<file path="src/tun_pkg.sv">
package tun_pkg;

    // Default coordinate width (Q8.8) and normal fraction bits (Q1.14)
    localparam int COORD_WIDTH      = 16;
    localparam int NORMAL_FRAC_BITS = 14;

    // Magnitudes are normalised so that the largest lies in [2^30, 2^31)
    localparam int NORM_BITS = 31;

    // Pipeline step control shared by every section
    typedef struct packed {
        logic en;
    } t_ctl;

endpackage

</file>
<file path="src/tun_sqrt.sv">
module tun_sqrt #(
    parameter int RB  = tun_pkg::NORM_BITS + 1,
    parameter int SDW = 1
) (
    input  logic            i_clk,
    input  logic            i_rst_n,
    input  tun_pkg::t_ctl   i_ctl,
    input  logic            i_vld,
    input  logic [2*RB-1:0] i_n,
    input  logic [SDW-1:0]  i_side,
    output logic            o_vld,
    output logic [RB-1:0]   o_root,
    output logic [SDW-1:0]  o_side
);
    localparam int RW = RB + 3;

    logic [RB-1:0]   r_v;
    logic [2*RB-1:0] r_n [RB];
    logic [RW-1:0]   r_r [RB];
    logic [RB-1:0]   r_q [RB];
    logic [SDW-1:0]  r_side [RB];

    // one root bit per stage, restoring form
    for (genvar g = 0; g < RB; g++) begin : g_stage
        logic            w_pv;
        logic [2*RB-1:0] w_pn;
        logic [RW-1:0]   w_pr, w_rin, w_t;
        logic [RB-1:0]   w_pq;
        logic [SDW-1:0]  w_ps;

        if (g == 0) begin : g_first
            assign w_pv = i_vld;
            assign w_pn = i_n;
            assign w_pr = '0;
            assign w_pq = '0;
            assign w_ps = i_side;
        end else begin : g_next
            assign w_pv = r_v[g-1];
            assign w_pn = r_n[g-1];
            assign w_pr = r_r[g-1];
            assign w_pq = r_q[g-1];
            assign w_ps = r_side[g-1];
        end

        assign w_rin = {w_pr[RW-3:0], w_pn[2*RB-1 -: 2]};
        assign w_t   = {1'b0, w_pq, 2'b01};

        always_ff @(posedge i_clk) begin
            if (!i_rst_n) begin
                r_v[g] <= 1'b0;
            end else if (i_ctl.en) begin
                r_v[g] <= w_pv;
            end
        end

        always_ff @(posedge i_clk) begin
            if (i_ctl.en) begin
                r_n[g]    <= {w_pn[2*RB-3:0], 2'b00};
                r_side[g] <= w_ps;
                if (w_rin >= w_t) begin
                    r_r[g] <= w_rin - w_t;
                    r_q[g] <= {w_pq[RB-2:0], 1'b1};
                end else begin
                    r_r[g] <= w_rin;
                    r_q[g] <= {w_pq[RB-2:0], 1'b0};
                end
            end
        end
    end

    assign o_vld  = r_v[RB-1];
    assign o_root = r_q[RB-1];
    assign o_side = r_side[RB-1];
endmodule

</file>
<file path="config.mk">
export PLATFORM = sky130hd
export DESIGN_NAME = tun_sqrt
export DESIGN_NICKNAME = d
export VERILOG_FILES = /design/src/tun_pkg.sv /design/src/tun_sqrt.sv
export SDC_FILE = /design/constraint.sdc
export NUM_CORES = 2
export LEC_CHECK = 0
export BUFFER_PORTS_ARGS = -buffer_cell sky130_fd_sc_hd__buf_2
export CORE_UTILIZATION = 40
export CTS_BUF_LIST = sky130_fd_sc_hd__clkbuf_4 sky130_fd_sc_hd__clkbuf_8
export DETAILED_ROUTE_END_ITERATION = 7
export GPL_TIMING_DRIVEN = 1
export PLACE_DENSITY_LB_ADDON = 0.12
export SYNTH_ARGS = -nofsm -noshare
export SYNTH_HDL_FRONTEND = slang
export SYNTH_MEMORY_MAX_BITS = 65536
export SYNTH_SLANG_ARGS = --single-unit
</file>
<file path="constraint.sdc">
create_clock -name i_clk -period 5.8 [get_ports i_clk]
set_input_delay 1.45 -clock i_clk [delete_from_list [all_inputs] [get_ports i_clk]]
set_output_delay 1.45 -clock i_clk [all_outputs]
set_load 0.02 [all_outputs]
</file>
# ---- Word-level counts from Yosys, hierarchy flattened
# Memory sizes are Yosys's and may differ from the RTL's.
# Index checks and enable logic that the tools add are counted.
dict set report classes {
  eq_ne 0
  magnitude_cmp 32
  n_shift 0
  n_reduce_logical 0
  n_mul 0
  n_addsub 32
  div_mod_pow 0
  mux 258
  bitwise_logic 64
}
# cell count
set ops {}
lappend ops {{35-bit two-way mux} 32}
lappend ops {{35-bit by 34-bit >= comparator with 1-bit output} 31}
lappend ops {{35-bit by 34-bit subtractor with 35-bit output} 31}
lappend ops {{32-bit two-way mux} 32}
lappend ops {{1-bit two-way mux} 194}
lappend ops {{1-bit OR} 64}
lappend ops {{2-bit by 1-bit subtractor with 3-bit output, second input constant} 1}
lappend ops {{2-bit by 1-bit >= comparator with 1-bit output, second input constant} 1}
dict set report word_totals {
  mem_bits_ro 0
  ff_bits 32
  ramBits 4160
  latch_bits 0
  n_memories 4
}
# name words width rd rd_ports_with_merged_regs wr line
set memory_table {}
lappend memory_table {r_n 32 62 31 0 32 tun_sqrt.sv:18} ;# logic [2*RB-1:0] r_n [RB];
lappend memory_table {r_r 32 35 31 0 32 tun_sqrt.sv:19} ;# logic [RW-1:0] r_r [RB];
lappend memory_table {r_q 32 32 32 0 32 tun_sqrt.sv:20} ;# logic [RB-1:0] r_q [RB];
lappend memory_table {r_side 32 1 32 0 32 tun_sqrt.sv:21} ;# logic [SDW-1:0] r_side [RB];

# ---- Depth between registers and ports, before layout
# An unclocked memory read counts as a cell.
dict set report depth {
  depth_word 6
  ltp_mapped 15
  mapped_depth_nobuf 12
}

# ---- Worst setup path after synthesis
# OpenSTA, ideal clock, no wires.
dict set report synth_timing {
  path_type {input to register}
  startpoint {in i_ctl}
  endpoint {mem r_q[1][448] (netlist name), enable pin}
  arrival_ps 4468
  required_time_ps 5356
  path_buffers 6
  cell_stages 6
  path_slack_ps 887
  path_cell_list {clkbuf_1 clkbuf_1 clkbuf_1 clkbuf_1 clkbuf_1 clkbuf_1}
}
# item line
set synth_rtl {}
lappend synth_rtl {{start, declared} tun_sqrt.sv:7} ;# input tun_pkg::t_ctl i_ctl,
lappend synth_rtl {{end, declared} tun_sqrt.sv:20}

==> impl_metrics.toml <==
[route]
detail-route-antenna-nets = 0
wire_per_inst_um = 19.0
vias_per_cell = 5.16
drc = 0
dr.pass1.iters = 6
dr.first_iter.drc_count = 4941
num_vias = 72100
totalWireLength_um = 266000

[timing]
max_freq_mhz = 217
worst_pin_slew_ns = 1.22
fin_ws_ns = 1.19
fin_worst_skew_ns = 0.0718
min_period_ns = 4.61
fin_setup_tns_ns = 0
rsz0062_at_grt = "no"
maxSlewHeadroom = 0.174
hold_viol = 0
setup_violations = 0
final.period_utilization = 0.794
slew_violations = 0

[critical_path]
cp-start-kind = "register"
crit_path_start = "r_r[1][455]"
crit_end = "r_r[1][501]"
worstSetupPathType = "register to register"
reg2reg_slack_ns = 1.19
ff2ff_path_depth = 10
reg2reg_from = "r_r[1][455]"
crit_arrival_ns = 5.38
endpoint_kind = "register"
critPathRequiredTime_ns = 6.57
crit_fanout = 57
timing.rr.end = "r_r[1][501]"

[synthesis]
synthFlopType = "edfxtp_1"
ys_seq_elements = 2558
synthesis.nets = 9923
ys_warn_count = 0
synth_cells = 9292
syn_area_per_cell_um2 = 12.8
synth_area_um2 = 119000
async_flop_share = 0
yosysSeqAreaShare = 0.642
synth_cell_types = 87
synth_edf_count = 2525

[clock_tree]
cts_hold_buf = 0
cts.reportedPaths.clkPinSlew_ns = 0.07
ctsResizeCount = 0
worstSkewPairLatency_ns = 1.08
cts_buffer_depth = 4
htree_levels = 5
cts_tree = "done"
cts_sinks = 2558
cts_buffers = 440
cts_setup_buffers = 0
root_buffer = "clkbuf_8"

[final_layout]
area_delta_synth_final_pct = 11.9
fin_nets = 10300
layout-drive-gt1-share = 0.103

[grt]
antenna_found_initial = 5
grt_max_degree = 170
grt_pass1_wl_um = 413000
grt_pass1_vias = 72600
overflow = 0
grt_use_total = 0.174

[hold_path]
hp-class = "register to register"
min-delay-start = "r_n[0][978]"

[place]
dp_slack_ns = 1.03
gp_congestion = 0.864
port_buffers = 102
hpwl_um = 190000

[power]
p_per_area_nw_per_um2 = 393
p_leak_nw = 50.3
peakVddDrop_mv = 0.204

[floorplan]
die_h_um = 548
ios = 103
std_cell_rows = 199
initial_core_util = 0.404
core_area_um2 = 295000
fp.dieW_um = 548
die-area_um2 = 300000

[job]
drv_cap = 0

[status]
status = "finished, final reports clean"
power by group:
group          leakage (nW)  total, mW  switching, mW  internal [mW]
logic                  21.1       11.0           6.41           4.62
registers              24.6       25.1           1.70           23.4
clock network          4.62       16.3           7.40           8.87
total                  50.3       52.4           15.5           36.9
logic make-up after synthesis:
kind of cell | share of synthesized area
buffers and inverters | 0.0291
XOR/XNOR | 0.0588
multiplexers | 0.00884
AO/OA/AOI/OAI | 0.0953
flip-flops | 0.642
adder cells (fa/ha/maj) | 0.0590
AND/OR/NAND/NOR | 0.107
cell usage after synthesis (all sizes together), types with 11 or more instances:
cell type | n | share of area
a211oi | 56 | 0.0035
ha | 562 | 0.059
nand2 | 689 | 0.022
a211o | 17 | 0.0012
nor4b | 26 | 0.0019
nand3 | 174 | 0.0073
and2 | 52 | 0.0027
buf | 13 | 0.00045
nor4 | 108 | 0.0057
dfxtp | 33 | 0.0055
edfxtp | 2525 | 0.64
a21boi | 25 | 0.0016
a21o | 225 | 0.014
nand4b | 20 | 0.0015
a31oi | 41 | 0.0022
o31a | 14 | 0.0010
mux2i | 40 | 0.0034
o21a | 98 | 0.0062
nor2 | 488 | 0.015
inv | 696 | 0.022
o21bai | 54 | 0.0034
or3 | 97 | 0.0051
clkbuf | 210 | 0.0066
a21oi | 475 | 0.020
nand3b | 22 | 0.0014
or2 | 57 | 0.0030
o31ai | 41 | 0.0026
mux2 | 58 | 0.0055
nand2b | 145 | 0.0076
and3 | 65 | 0.0034
xnor2 | 427 | 0.031
or4 | 58 | 0.0037
o21ai | 576 | 0.024
o2111ai | 18 | 0.0013
a2111oi | 20 | 0.0015
nor3 | 241 | 0.010
or4b | 11 | 0.00092
o41ai | 19 | 0.0015
xor2 | 373 | 0.027
nor2b | 114 | 0.0060
o211ai | 31 | 0.0020
nor3b | 21 | 0.0013
nand4 | 111 | 0.0058
layout by cell type, fill, tap and decap left out, types with 58 or more instances in the layout:
cell type and instances:
edfxtp_1 2525, inv_1 695, nand2_1 689, o21ai_0 575
ha_1 562, nor2_1 488, a21oi_1 474, clkbuf_8 446
xnor2_1 427, xor2_1 373, nor3_1 238, a21o_1 225
nand3_1 174, nand2b_1 145, clkbuf_4 145, clkinv_1 114
nor2b_1 113, nand4_1 111, nor4_1 106, buf_2 101
o21a_1 98, or3_1 96, buf_4 72, and3_1 65
mux2_2 58
routing by layer:
layer / global-route usage / vias up / routed length [um]
met5: 0 / - / 0
met4: 0.0634 / 0 / 8660
met3: 0.0240 / 505 / 9940
met2: 0.309 / 1410 / 133000
met1: 0.216 / 35000 / 114000
li1: - / 35300 / -
layout make-up:
class	instances	area, um2
Clock buffer	591	7230
Antenna cell	6	15.0
Multi-Input combinational cell	5813	39300
Inverter	698	2620
Clock inverter	205	1510
Sequential cell	2558	76500
Tap cell	3919	4900
Fill cell	26800	162000
Timing Repair Buffer	187	1330
worst max-delay path: stages, from the launching register on:
cell	delay (ns)
edfxtp_1	0.39
ha_1	0.36
o21ai_0	0.15
a211oi_1	0.41
a31oi_1	0.22
o21ai_0	0.40
a2111oi_1	0.15
buf_4	0.18
o21ai_0	0.57
a221o_2	1.04
mux2_2	0.43
registers in the layout (all words and copies together), names as in the netlist:
signal / cells
o_vld: 1
r_q: 528
r_n: 992
g_stage.w_pv: 31
r_r: 974
r_side: 32
how the worst min path moves through the flow:
stage	end	slack (ns)	cells after the start
after floorplan	r_n[0][100]	0.40	0
after global placement	r_n[0][342]	0.40	0
after detailed placement	r_n[0][138]	0.40	0
after CTS	r_n[0][297]	0.38	0
after global routing	r_n[0][905]	0.40	0
final	r_n[1][50]	0.39	0
through the flow:
stage                      util  cells  power [mW]  hold slack (ns)  area, um2
after floorplan               -   9292        32.9            0.400     119000
after global placement    0.422  13200        36.4            0.400     125000
after detailed placement  0.422  13200        36.5            0.405     125000
after CTS                 0.452  14000        53.2            0.380     133000
after global routing      0.452  14000        55.4            0.395     133000
final                     0.452  14000        52.4            0.387     133000
No activity file was read; power rests on OpenSTA's default activity.
